`src/sv/msp_pkg.sv`:
```
// types, codes and the status length decode for the midi stream parser
`timescale 1ns / 1ps

package msp_pkg;

   localparam logic [1:0] KIND_SHORT    = 2'd0;
   localparam logic [1:0] KIND_REALTIME = 2'd1;
   localparam logic [1:0] KIND_SYSEX    = 2'd2;

   localparam logic [7:0] BYTE_REALTIME_MIN = 8'hF8;
   localparam logic [7:0] BYTE_SYSEX_START  = 8'hF0;
   localparam logic [7:0] BYTE_SYSEX_END    = 8'hF7;
   localparam logic [7:0] BYTE_NO_STATUS    = 8'h00;

   localparam logic [3:0] HI_NOTE_OFF   = 4'h8;
   localparam logic [3:0] HI_NOTE_ON    = 4'h9;
   localparam logic [3:0] HI_POLY_PRESS = 4'hA;
   localparam logic [3:0] HI_CTRL       = 4'hB;
   localparam logic [3:0] HI_PROG       = 4'hC;
   localparam logic [3:0] HI_CHAN_PRESS = 4'hD;
   localparam logic [3:0] HI_PITCH      = 4'hE;
   localparam logic [3:0] HI_SYSTEM     = 4'hF;

   localparam logic [3:0] LO_TIME_CODE  = 4'h1;
   localparam logic [3:0] LO_SONG_POS   = 4'h2;
   localparam logic [3:0] LO_SONG_SEL   = 4'h3;

   localparam logic [1:0] LEN_NONE  = 2'd0;
   localparam logic [1:0] LEN_ONE   = 2'd1;
   localparam logic [1:0] LEN_TWO   = 2'd2;
   localparam logic [1:0] LEN_THREE = 2'd3;

   localparam int RESULT_SLOTS = 3;

   typedef struct packed {
      logic [7:0] out_byte;
      logic [1:0] msg_kind;
      logic       msg_first;
      logic       msg_last;
      logic       run_last;
   } msp_result_type;

   function automatic logic [1:0] msp_status_len(input logic [7:0] s);
      logic [1:0] len;
      len = LEN_ONE;
      unique case (s[7:4])
         HI_NOTE_OFF, HI_NOTE_ON, HI_POLY_PRESS, HI_CTRL, HI_PITCH: len = LEN_THREE;
         HI_PROG, HI_CHAN_PRESS: len = LEN_TWO;
         HI_SYSTEM: begin
            if (s[3:0] == LO_TIME_CODE || s[3:0] == LO_SONG_SEL) begin
               len = LEN_TWO;
            end else if (s[3:0] == LO_SONG_POS) begin
               len = LEN_THREE;
            end else begin
               len = LEN_ONE;
            end
         end
         default: len = LEN_ONE;
      endcase
      return len;
   endfunction

endpackage

```
`src/sv/midi_stream_parser.sv`:
```
// first result of an accepted byte is shown in the cycle after it is taken
// one byte per cycle while each byte yields at most one result and rsp_stall is low
// a byte that completes a short message yields two or three results, one a cycle
// unless stalled, from the result queue; input stalls until its last result is taken
// reset (synchronous, active high) clears parser state and drops queued results
`timescale 1ns / 1ps

module midi_stream_parser (
   input  logic       clock,
   input  logic       reset,
   input  logic       req_valid,
   output logic       req_stall,
   input  logic [7:0] req_in_byte,
   output logic       rsp_valid,
   input  logic       rsp_stall,
   output logic [7:0] rsp_out_byte,
   output logic [1:0] rsp_msg_kind,
   output logic       rsp_msg_first,
   output logic       rsp_msg_last,
   output logic       rsp_run_last
);
   import msp_pkg::*;

   logic       in_sysex_ff, in_sysex_in;
   logic [7:0] status_ff, status_in;
   logic [1:0] exp_len_ff, exp_len_in;
   logic       data_cnt_ff, data_cnt_in;
   logic [6:0] held_ff, held_in;

   msp_result_type res_ff [RESULT_SLOTS];
   msp_result_type res_in [RESULT_SLOTS];
   msp_result_type new_res [RESULT_SLOTS];
   logic [1:0] new_cnt;
   logic [1:0] cnt_ff, cnt_in;

   logic       req_acc;
   logic       rsp_acc;
   logic [2:0] fill_sum;

   assign rsp_valid = (cnt_ff != 2'd0);
   assign rsp_acc   = rsp_valid && !rsp_stall;
   assign req_stall = (cnt_ff > 2'd1) || ((cnt_ff == 2'd1) && rsp_stall);
   assign req_acc   = req_valid && !req_stall;

   assign rsp_out_byte  = res_ff[0].out_byte;
   assign rsp_msg_kind  = res_ff[0].msg_kind;
   assign rsp_msg_first = res_ff[0].msg_first;
   assign rsp_msg_last  = res_ff[0].msg_last;
   assign rsp_run_last  = res_ff[0].run_last;

   assign fill_sum = {2'b00, data_cnt_ff} + 3'd2;

   // parse one byte against the current state
   always_comb begin
      in_sysex_in = in_sysex_ff;
      status_in   = status_ff;
      exp_len_in  = exp_len_ff;
      data_cnt_in = data_cnt_ff;
      held_in     = held_ff;
      new_cnt     = 2'd0;
      for (int i = 0; i < RESULT_SLOTS; i++) begin
         new_res[i] = '0;
      end
      priority if (req_in_byte >= BYTE_REALTIME_MIN) begin
         new_res[0] = '{req_in_byte, KIND_REALTIME, 1'b1, 1'b1, 1'b1};
         new_cnt    = 2'd1;
      end else if (in_sysex_ff) begin
         new_res[0] = '{req_in_byte, KIND_SYSEX, 1'b0,
                        req_in_byte == BYTE_SYSEX_END, 1'b1};
         new_cnt    = 2'd1;
         if (req_in_byte == BYTE_SYSEX_END) begin
            in_sysex_in = 1'b0;
         end
      end else if (req_in_byte == BYTE_SYSEX_START) begin
         in_sysex_in = 1'b1;
         status_in   = BYTE_NO_STATUS;
         exp_len_in  = LEN_NONE;
         data_cnt_in = 1'b0;
         held_in     = '0;
         new_res[0]  = '{req_in_byte, KIND_SYSEX, 1'b1, 1'b0, 1'b1};
         new_cnt     = 2'd1;
      end else if (req_in_byte[7]) begin
         data_cnt_in = 1'b0;
         held_in     = '0;
         if (msp_status_len(req_in_byte) == LEN_ONE) begin
            status_in  = BYTE_NO_STATUS;
            exp_len_in = LEN_NONE;
            new_res[0] = '{req_in_byte, KIND_SHORT, 1'b1, 1'b1, 1'b1};
            new_cnt    = 2'd1;
         end else begin
            status_in  = req_in_byte;
            exp_len_in = msp_status_len(req_in_byte);
         end
      end else if (status_ff == BYTE_NO_STATUS) begin
         new_cnt = 2'd0;
      end else if (fill_sum >= {1'b0, exp_len_ff}) begin
         new_res[0] = '{status_ff, KIND_SHORT, 1'b1, 1'b0, 1'b0};
         if (data_cnt_ff) begin
            new_res[1] = '{{1'b0, held_ff}, KIND_SHORT, 1'b0, 1'b0, 1'b0};
            new_res[2] = '{req_in_byte, KIND_SHORT, 1'b0, 1'b1, 1'b1};
            new_cnt    = 2'd3;
         end else begin
            new_res[1] = '{req_in_byte, KIND_SHORT, 1'b0, 1'b1, 1'b1};
            new_cnt    = 2'd2;
         end
         data_cnt_in = 1'b0;
         held_in     = '0;
      end else begin
         held_in     = req_in_byte[6:0];
         data_cnt_in = 1'b1;
      end
   end

   // result queue: load on accept, shift down on each taken result
   always_comb begin
      res_in = res_ff;
      cnt_in = cnt_ff;
      if (req_acc) begin
         res_in = new_res;
         cnt_in = new_cnt;
      end else if (rsp_acc) begin
         for (int i = 0; i < RESULT_SLOTS - 1; i++) begin
            res_in[i] = res_ff[i + 1];
         end
         cnt_in = cnt_ff - 2'd1;
      end
   end

   always_ff @(posedge clock) begin
      if (reset) begin
         in_sysex_ff <= 1'b0;
         status_ff   <= BYTE_NO_STATUS;
         exp_len_ff  <= LEN_NONE;
         data_cnt_ff <= 1'b0;
         held_ff     <= '0;
         cnt_ff      <= 2'd0;
      end else begin
         if (req_acc) begin
            in_sysex_ff <= in_sysex_in;
            status_ff   <= status_in;
            exp_len_ff  <= exp_len_in;
            data_cnt_ff <= data_cnt_in;
            held_ff     <= held_in;
         end
         cnt_ff <= cnt_in;
      end
   end

   always_ff @(posedge clock) begin
      res_ff <= res_in;
   end

endmodule

```
`config.mk`:
```
export PLATFORM = sky130hd
export DESIGN_NAME = midi_stream_parser
export DESIGN_NICKNAME = d
export VERILOG_FILES = /design/src/sv/msp_pkg.sv /design/src/sv/midi_stream_parser.sv
export SDC_FILE = /design/constraint.sdc
export NUM_CORES = 1
export LEC_CHECK = 0
export ABC_AREA = 1
export ABC_CLOCK_PERIOD_IN_PS = 4200
export BUFFER_PORTS_ARGS = -buffer_cell sky130_fd_sc_hd__clkbuf_2
export CAP_MARGIN = 20
export CORE_MARGIN = 2
export CORE_UTILIZATION = 51
export CTS_CLUSTER_SIZE = 8
export DETAILED_ROUTE_END_ITERATION = 8
export GPL_TIMING_DRIVEN = 0
export PLACE_DENSITY = 0.7
export SLEW_MARGIN = 30
export SYNTH_ARGS = -nofsm -noshare
export SYNTH_HDL_FRONTEND = slang
export SYNTH_SLANG_ARGS = --single-unit
export TNS_END_PERCENT = 50
```
`constraint.sdc`:
```
create_clock -name clock -period 4.2 [get_ports clock]
set_clock_uncertainty 0.15 [all_clocks]
set_input_delay 1.26 -clock clock [delete_from_list [all_inputs] [get_ports clock]]
set_output_delay 1.26 -clock clock [all_outputs]
set_load 0.005 [all_outputs]
```
==> run metrics <==
status=finished, final reports clean; Max Slew Vio Count=0; GPL Wtd Cong=0.9393; CTS buffer count=5; register area share after synthesis=47.76%; gr busiest metal=met2; gr usage total=between 20% and 30%; initial core utilization=around 53%; area grow syn2layout=12.03%; Startpoint Class=input pin; power density cells=479.5 nW/µm²; PostCTS Resize Cnt=0; vias in the first global route=approximately 2300; CTS hold repair buffers=0; Fill cells=465; critical register-to-register path startpoint=cnt_ff[1]$_SDFFE_PP0P_; Final nets=~380; area leader, netlist=edfxtp_1; vias per inst=roughly 5.3; synth warn=0; largest cells by area after synthesis=edfxtp_1 32%, dfxtp_1 16%, nand2_1 9.9%; distinct cell type count after synthesis=34; CP required=approximately 2800 ps; PortBufs=24; pin count of the biggest net entering global routing=18; TritonCTS clock tree=done; post-synthesis sequential element count=50; routed length per placed instance=14.96 µm; initial antenna violation count=0; total grt overflow=0; layout cell share with drive strength beyond 1=between 20 and 25%; core area=5107 µm²; Die W=76.81 µm; maximum clock path buffer count=2; DRC=0; crit path kind=input pin to output pin; Total Power=1.453 mW; met3 global-route usage=3.882%; met2 Use GR=39.56%; Die H=76.81 µm; CP startpoint=rsp_stall; Tmin final=3032 ps; H-tree depth=2; number of nets still failing antenna checks after routing=0; CP Capture Type=output pin; FP Rows=26; diodes inserted=0; Vias=approximately 2300; final WL=6461 µm; Final HPWL DP=roughly 4700 µm; syn_area_per_cell=8.218 µm²; first drt pass iteration count=4; Worst Min Path Start=held_ff[4]$_SDFFE_PP0P_; met1 usage=31.33%; Fin. Hold Viols=0; Slew @ Worst Pin=647.6 ps; Rel. slew slack=56.83%; Pleak=1.286 nW; placed inst area=2938 µm²; synthesized instance count=329; RSZ-0062 raised after global routing=no; Clock Pin Slew Worst Setup and Hold Paths=90 ps; Mapped Nets=around 340; clk sinks=50; Max FO, Critical Path=2; Ports=27; Worst Hold Class=flip-flop to flip-flop; Root Driver=clkbuf_8; Finished Cell Area=3029 µm²; Peak VDD IR=181.9 µV; Arrival @ worst endpoint=about 1600 ps; Final Setup Violations=0; fmax=329.8 MHz; Skew-Pair Late Insertion Delay=about 300 ps; mapped cell area=roughly 2700 µm²; initial drt markers=112; Final Cycle Share=72.18%; Die ar.=5900 µm²; Setup Buffers After CTS=0; area share of the largest cell type after synthesis=32.21%; max-cap violations=0; first-pass GRT wire length=between 10000 and 15000 µm
==> power by group <==
group	leakage (nW)	switching, mW	internal (mW)
Clock	0.0482	0.158	0.133
Sequential	0.463	0.0331	0.661
Combinational	0.775	0.271	0.196
Total	1.29	0.462	0.991
==> critical path, cell delays in order <==
cell and delay [ps]:
clkbuf_2 110, nand2_1 70, nand2_1 70, clkbuf_2 110
==> per-stage QoR <==
step | util [%] | worst slack, ps | TNS, ps | cells | hold WS, ps
after detailed placement | 57.52 | 1166 | 0 | 424 | 307.2
after floorplan | - | 614.1 | 0 | 329 | 290.2
after CTS | 59.31 | 1166 | 0 | 432 | 320.9
after global placement | 57.01 | -185.0 | -2016 | 423 | 300.9
after global routing | 59.31 | 1130 | 0 | 432 | 338.2
final | 59.31 | 1168 | 0 | 432 | 319.6
==> sequential cells by signal (all words and copies together) (netlist names) <==
name	cells
exp_len_ff	2
rsp_run_last	1
rsp_msg_first	1
cnt_ff	2
held_ff	7
rsp_msg_last	1
rsp_out_byte	8
rsp_msg_kind	2
data_cnt_ff	1
res_ff	16
status_ff	8
in_sysex_ff	1
==> layout by cell type (no fill, tap or decap), types with 5 or more instances in the layout <==
| cell type | netlist | final |
|---|---|---|
| a21oi_1 | 37 | 37 |
| nand3_1 | 23 | 23 |
| clkbuf_2 | 0 | 24 |
| nor3_1 | 15 | 15 |
| o21ai_0 | 9 | 8 |
| dfxtp_1 | 21 | 21 |
| o21ai_1 | 11 | 11 |
| clkbuf_1 | 4 | 5 |
| clkbuf_8 | 0 | 6 |
| nand2_1 | 71 | 71 |
| inv_1 | 31 | 31 |
| or2_2 | 6 | 6 |
| nor2_1 | 22 | 22 |
| edfxtp_1 | 29 | 29 |
| buf_4 | 11 | 11 |
==> path summary, 6_finish.rpt <==
path / endpoint / slack (ps) / cells past startpoint
min reg2reg: held_ff[4]$_SDFFE_PP0P_ / 320 / 2
min: held_ff[4]$_SDFFE_PP0P_ / 320 / 2
max reg2reg: rsp_out_byte[2]$_DFFE_PP_ / 2030 / 9
max: req_stall / 1170 / 4
==> final cells by class <==
cell class / count / area, µm² / share of cell area, %
sequential: 50 / 1291 / 42.63
multi-input combinational: 223 / 1157 / 38.21
timing repair buffer: 25 / 135.1 / 4.461
inverter: 35 / 133.9 / 4.420
buffer: 21 / 132.6 / 4.378
tap: 70 / 87.58 / 2.891
clock buffer: 7 / 86.33 / 2.850
clock inverter: 1 / 5.005 / 0.1652
==> synth_stat cells <==
cell type   n
or2_2       6
o21ai_1    11
o21ai_0     9
inv_1      31
o22ai_1     1
a21oi_1    37
nor3_1     15
nand3_1    23
buf_2       4
inv_2       2
dfxtp_1    21
nand3_2     1
buf_1       1
edfxtp_1   29
nor2_2      3
buf_4      11
ha_1        3
o21bai_1    1
inv_4       1
nor2_8      1
nand2_1    71
nand4_1     4
nand2_2     3
clkinv_1    1
nor2_1     22
buf_6       1
nand2_8     1
nand2_4     3
o21a_1      1
a21boi_1    3
clkbuf_1    4
nand3_4     1
a21oi_4     1
nor2_4      2
==> cells by family (layout without fill, tap and decap cells) <==
| kind of cell | Yosys count | in the layout | synth area share, % |
|---|---|---|---|
| DFF | 50 | 50 | 47.76 |
| adders and majority gates | 3 | 3 | 1.388 |
| and+or+nand+nor | 156 | 156 | 28.23 |
| AOI/OAI and AO/OA | 64 | 64 | 12.77 |
| buffers and inverters | 56 | 89 | 9.856 |
==> layer usage <==
metal	share of wire, %	up-vias
met5	0	-
met4	1.7	0
met3	3.7	9
met2	48	55
met1	46	1056
li1	-	1150
Note: power is estimated with default switching activity, not from simulation.
